### src/hw/rtl/aarc_pkg.sv
// Shared widths, register indexes and constants of the rounded-corner coverage block.
package aarc_pkg;

	localparam int PIX_W  = 6;   // pixel coordinate width
	localparam int RAD_W  = 7;   // radius and border register width
	localparam int PCT_W  = 7;   // percentage width
	localparam int CIDX_W = 2;   // configuration index width

	localparam logic [CIDX_W-1:0] REG_RADIUS = CIDX_W'(0);
	localparam logic [CIDX_W-1:0] REG_BORDER = CIDX_W'(1);

	localparam logic [RAD_W-1:0] RADIUS_RST = RAD_W'(8);
	localparam logic [RAD_W-1:0] BORDER_RST = RAD_W'(0);

	localparam logic [PCT_W-1:0] PCT_FULL = PCT_W'(100);

endpackage

### src/hw/rtl/aarc_sqrt_pipe.sv
// Pipelined digit-by-digit square root of (sum << (2*FRAC_BITS-2)), one root bit per stage.
module aarc_sqrt_pipe import aarc_pkg::*; #(
	parameter int SUM_W     = 15,
	parameter int FRAC_BITS = 8,
	parameter int ROOT_W    = (SUM_W + 1) / 2 + FRAC_BITS - 1
) (
	input  logic              clk,
	input  logic              arst_n,
	input  logic              in_valid,
	output logic              in_ready,
	input  logic [SUM_W-1:0]  sum,
	output logic              out_valid,
	input  logic              out_ready,
	output logic [ROOT_W-1:0] root
);

	localparam int REM_W = ROOT_W + 2;
	localparam int RAD_W2 = 2 * ROOT_W;

	logic              vld_s  [ROOT_W];
	logic              rdy    [ROOT_W];
	logic [REM_W-1:0]  rem_s  [ROOT_W];
	logic [ROOT_W-1:0] root_s [ROOT_W];
	logic [SUM_W-1:0]  sum_s  [ROOT_W-1];

	for (genvar k = 0; k < ROOT_W; k++) begin : g_stage
		localparam int J = ROOT_W - 1 - k;

		logic              vld_in;
		logic              rdy_next;
		logic [REM_W-1:0]  rem_in;
		logic [ROOT_W-1:0] root_in;
		logic [SUM_W-1:0]  sum_in;
		logic [RAD_W2-1:0] rad;
		logic [REM_W-1:0]  rem_sh;
		logic [REM_W-1:0]  trial;
		logic              ge;

		if (k == 0) begin : g_first
			assign vld_in  = in_valid;
			assign rem_in  = '0;
			assign root_in = '0;
			assign sum_in  = sum;
		end else begin : g_next
			assign vld_in  = vld_s[k-1];
			assign rem_in  = rem_s[k-1];
			assign root_in = root_s[k-1];
			assign sum_in  = sum_s[k-1];
		end

		if (k == ROOT_W - 1) begin : g_last
			assign rdy_next = out_ready;
		end else begin : g_mid
			assign rdy_next = rdy[k+1];
		end

		assign rdy[k] = !vld_s[k] || rdy_next;

		// next pair of radicand bits, low bits of the radicand are zero
		assign rad    = RAD_W2'(sum_in) << (2 * FRAC_BITS - 2);
		assign rem_sh = {rem_in[ROOT_W-1:0], rad[2*J+1:2*J]};
		assign trial  = {root_in, 2'b01};
		assign ge     = rem_sh >= trial;

		always_ff @(posedge clk or negedge arst_n) begin
			if (!arst_n) begin
				vld_s[k] <= 1'b0;
			end else if (rdy[k]) begin
				vld_s[k] <= vld_in;
			end
		end

		always_ff @(posedge clk) begin
			if (rdy[k] && vld_in) begin
				rem_s[k]  <= ge ? (rem_sh - trial) : rem_sh;
				root_s[k] <= {root_in[ROOT_W-2:0], ge};
			end
		end

		if (k < ROOT_W - 1) begin : g_sum
			always_ff @(posedge clk) begin
				if (rdy[k] && vld_in) begin
					sum_s[k] <= sum_in;
				end
			end
		end
	end

	assign in_ready  = rdy[0];
	assign out_valid = vld_s[ROOT_W-1];
	assign root      = root_s[ROOT_W-1];

endmodule

### config.mk
export PLATFORM = sky130hd
export DESIGN_NAME = aarc_sqrt_pipe
export DESIGN_NICKNAME = d
export VERILOG_FILES = /design/src/hw/rtl/aarc_pkg.sv /design/src/hw/rtl/aarc_sqrt_pipe.sv
export SDC_FILE = /design/constraint.sdc
export NUM_CORES = 1
export LEC_CHECK = 0
export BUFFER_PORTS_ARGS = -buffer_cell sky130_fd_sc_hd__buf_2
export CORE_MARGIN = 1
export CORE_UTILIZATION = 35
export CTS_BUF_LIST = sky130_fd_sc_hd__clkbuf_16
export DETAILED_ROUTE_END_ITERATION = 12
export SLEW_MARGIN = 10
export SYNTH_ARGS = -nofsm -noshare
export SYNTH_HDL_FRONTEND = slang
export SYNTH_SLANG_ARGS = --single-unit
### constraint.sdc
create_clock -name clk -period 9.6 [get_ports clk]
set_input_delay 0.48 -clock clk [delete_from_list [all_inputs] [get_ports clk]]
set_output_delay 0.48 -clock clk [all_outputs]
set_load 0.01 [all_outputs]
Word-level counts from Yosys, hierarchy flattened
Memory sizes are Yosys's and may differ from the RTL's.
Index checks and enable logic that the tools add are counted.
W data, S select, Z words.
{"block": "classes", "addsub": 15, "order_cmp": 15, "n_mux": 45, "n_reduce_logical": 45}
{"operator": "$mux W17", "n": 15}
{"operator": "$ge A17 B17 Y1", "n": 14}
{"operator": "$sub A17 B17 Y17", "n": 14}
{"operator": "$mux W1", "n": 30}
{"operator": "$logic_and A1 B1 Y1", "n": 15}
{"operator": "$logic_not A1 Y1", "n": 15}
{"operator": "$logic_or A1 B1 Y1", "n": 15}
{"operator": "$sub A1 B1 Y2 const B", "n": 1}
{"operator": "$ge A1 B1 Y1 const B", "n": 1}
{"block": "word_totals", "reg_bits": 15, "mem_bits_rw": 690, "elab_cells": 138, "n_memories": 3}
{"name": "rem_s", "words": 15, "word_bits": 17, "rd": 14, "rd_ports_with_merged_regs": 0, "wr": 15, "line_no": "aarc_sqrt_pipe.sv:22", "rtl": "logic [REM_W-1:0] rem_s [ROOT_W];"}
{"name": "root_s", "words": 15, "word_bits": 15, "rd": 15, "rd_ports_with_merged_regs": 0, "wr": 15, "line_no": "aarc_sqrt_pipe.sv:23", "rtl": "logic [ROOT_W-1:0] root_s [ROOT_W];"}
{"name": "sum_s", "words": 14, "word_bits": 15, "rd": 13, "rd_ports_with_merged_regs": 0, "wr": 14, "line_no": "aarc_sqrt_pipe.sv:24", "rtl": "logic [SUM_W-1:0] sum_s [ROOT_W-1];"}

Longest topological paths before layout
{"block": "depth", "ltp_word": 19, "depth_mapped": 10, "mapped_depth_nobuf": 9}

Worst setup path after synthesis
Ideal clock, no wire load.
{"block": "synth_timing", "path_kind": "in2reg", "startpoint": "in out_ready", "endpoint": "mem rem_s[0][51] in the netlist's numbering (enable)", "setup_ps": 453, "arrival_time_ps": 2989, "required_time_ps": 9147, "setup_slack_ps": 6158, "cell_stages": 5, "cell_sequence": "nand4b_1 -> nor3_1 -> nand3_1 -> nor3_1 -> a21boi_0"}
{"element": "start: declaration", "line_no": "aarc_sqrt_pipe.sv:13", "rtl": "input logic out_ready,"}
{"element": "end: declaration", "line_no": "aarc_sqrt_pipe.sv:22"}

==> run_results.csv <==
group,metric,value,unit
setup_path,end_kind,"flop",
synth,synthFlopType,"edfxtp_1",
die,coreArea,52900,sq um
route,drt_iter0_markers,443,
place,dpl.hpwl,24.6,mm
pwr,p_leak,8.21,nW
finish,final_area,21100,sq um
place,dpl_cell_area,19900,sq um
clock_tree,cts_resized,0,
clock_tree,root_buffer,"clkbuf_16",
setup_path,cp_max_fo,13,
pwr,p_per_area,245,nW/um^2
sta,period_needed,3.37,ns
sta,finalCritPeriodShare,0.351,
sta,rsz0062_at_grt,"false",
clock_tree,path_clk_slew,0.06,ns
sta,fin_skew,0.0184,ns
clock_tree,cts.path.max_buffers,3,
synth,netlist_top_cells_count,"361 x edfxtp_1, 151 x inv_1, 120 x ha_1",
synth,syn_area,18800,sq um
synth,synth_top_cell_by_area,"edfxtp_1",
route,num_vias,11197,
setup_path,cp.arrival,3.66,ns
route,routed-wl-met2,17.0,mm
route,wl_met3,845,microns
synth,synth_nets,1641,
route,wl_per_cell,14.1,microns
sta,clock.fmax,297,MHz
grt,grt_pass1_wl,53.4,mm
route,finalWirelength,32.4,mm
sta,max_slew_margin,0.271,
finish,regArea,11200,sq um
clock_tree,clkSinkCount,376,
die,start_util,0.356,
die,num_rows,84,
route,dr.max_layer_used,"met4",
sta,worstMarginPinSlew,1.09,ns
die,die_height,234,microns
synth,yosysTopAreaCellShare,0.577,
synth,synth_edf_count,361,
clock_tree,cts_max_level,2,
sta,holdWs,0.122,ns
grt,grt_max_degree,29,
synth,ys_seq_area_frac,0.597,
clock_tree,cts_tree,"built",
route,met1_length,13.5,mm
grt,grt.overflow.total,0,
synth,ys_seq_elements,376,
job,drv_cap,0,
setup_path,path_class,"reg2reg",
route,drc_errors,0,
grt,grt_antenna_before_repair,2,
die,io_pins,36,
die,dieArea,54700,sq um
synth,synth.distinct_cells,69,
setup_path,worstSetupStartpointType,"flop",
route,detail-route-antenna-nets,0,
worst_hold_path,hp-class,"in2reg",
finish,syn2layout_area_growth,12.3,%
sta,hold_viol,0,
finish,final_nets,1717,
place,port_buffers,35,
grt,grtUsageTotal,0.120,
setup_path,required,9.89,ns
place,gp_congestion,0.854,
clock_tree,cts_buffers,40,
route,via_per_inst,4.89,
synth,synthTopCellsByArea,"edfxtp_1 58%, ha_1 8.0%, inv_1 3.0%, xnor2_1 2.8%, mux2_2 2.6%",
synth,yosysWarningCount,0,
synth,postSynthAreaPerCell,12.6,sq um
sta,final_max_slew_viol_count,0,
sta,final.setup.tns,0,ns
synth,syn_inst,1496,
clock_tree,insertion_delay,0.54,ns
finish,fillers,4914,
synth,synth.most_common_cell,"edfxtp_1",
synth,async_flop_share,0.0399,
pwr,totalPowerFinal,5.17,mW
route,dr.pass1.iters,5,
grt,grt_pass1_vias,11327,
die,die_w,234,microns
run_status,status,"finished clean",
finish,drive_gt1_frac,0.111,
finish,multi_input_area,6970,sq um
sta,setup_viol,0,
pwr,peakVddDrop,0.153,mV
## cell type report
type                       instances  area share
clock buffer                      41      0.0486
sequential                       376       0.531
inverter                         151      0.0268
tap                              688      0.0408
antenna                            2    0.000237
multi-input combinational        954       0.330
clock inverter                    30     0.00912
timing repair buffer              49      0.0134
## critical path, cell delays in order (launching register included)
cell,delay (ns)
edfxtp_1,0.47
ha_1,0.36
a211oi_1,0.22
o21ai_0,0.24
o21ai_0,0.40
a21oi_1,0.15
nor2_1,0.84
mux2_2,0.43
## timing repair
| action | in CTS | in global routing |
|---|---|---|
| hold buffers | 1 | 0 |
| buffers inserted | 0 | 0 |
| endpoints found under the hold margin | 15 | 0 |
## through the flow
stage | setup WS [ns] | util | instances
floorplan | 6.16 | - | 1496
global placement | 6.27 | 0.376 | 2217
detailed placement | 6.24 | 0.376 | 2217
CTS | 6.20 | 0.399 | 2289
global route | 5.99 | 0.399 | 2291
finish | 6.23 | 0.399 | 2291
## kinds of logic after synthesis
kind of cell    after synthesis  share of synthesized area
flops                       376                      0.597
simple gates                360                     0.0987
compound gates              304                      0.101
buf+inv                     166                     0.0348
fa+ha+maj                   126                     0.0862
xor+xnor                    115                     0.0536
mux                          48                     0.0287
other cells                   1                   0.000199
## report_power, final
part	switching (mW)	internal [mW]	total, mW
logic	0.727	0.617	1.34
clock network	0.615	0.827	1.44
registers	0.160	2.23	2.39
total	1.50	3.67	5.17
## placed cells by master (no fill, tap or decap), types with 4 or more instances in the layout
cell type / Yosys / final
clkbuf_16: 0 / 41
nand4b_1: 5 / 5
a21oi_1: 74 / 74
nand2_1: 79 / 79
mux2_2: 44 / 44
xor2_1: 55 / 55
a31oi_2: 2 / 4
buf_4: 1 / 13
ha_1: 120 / 120
nor3_1: 41 / 41
a21o_1: 31 / 31
nand3_1: 17 / 17
xnor2_1: 60 / 60
edfxtp_1: 361 / 361
or4_1: 11 / 11
nand4_1: 8 / 8
buf_2: 7 / 35
inv_1: 151 / 160
nand3b_1: 8 / 8
clkinv_2: 0 / 8
or2_2: 8 / 8
nand2b_1: 24 / 24
o31ai_1: 12 / 12
nor2b_1: 18 / 16
o2111ai_1: 5 / 5
dfrtp_1: 15 / 15
nor2_1: 84 / 83
fa_1: 6 / 6
or3_1: 17 / 17
o21ai_0: 94 / 93
clkinv_1: 0 / 7
and2_1: 9 / 8
nor4_1: 15 / 15
o21bai_1: 8 / 8
a211oi_1: 14 / 14
o21a_1: 16 / 16
a31oi_1: 11 / 9
o211ai_1: 7 / 7
## worst paths after layout
kind,from,slack [ns],to,depth (start not counted)
setup / recovery,rem_s[1][52],6.23,rem_s[1][72],7
hold / removal,sum[3],0.12,sum_s[0][3],1
setup reg to reg,rem_s[1][52],6.23,rem_s[1][72],7
hold reg to reg,sum_s[0][19],0.41,sum_s[0][34],0
max in group asynchronous,arst_n,8.93,g_stage[3].vld_in,2
min in group asynchronous,arst_n,0.40,g_stage[14].vld_in,2
## per-layer routing
metal	vias up	track usage
met5	-	0
met4	0	0.0493
met3	72	0.0198
met2	122	0.228
met1	5333	0.132
li1	5670	-
## flip-flops by register name (all words and copies together) (netlist names)
name,flops
sum_s,59
g_stage.vld_in,14
out_valid,1
rem_s,191
root_s,111
No activity file was read; power rests on OpenSTA's default activity.
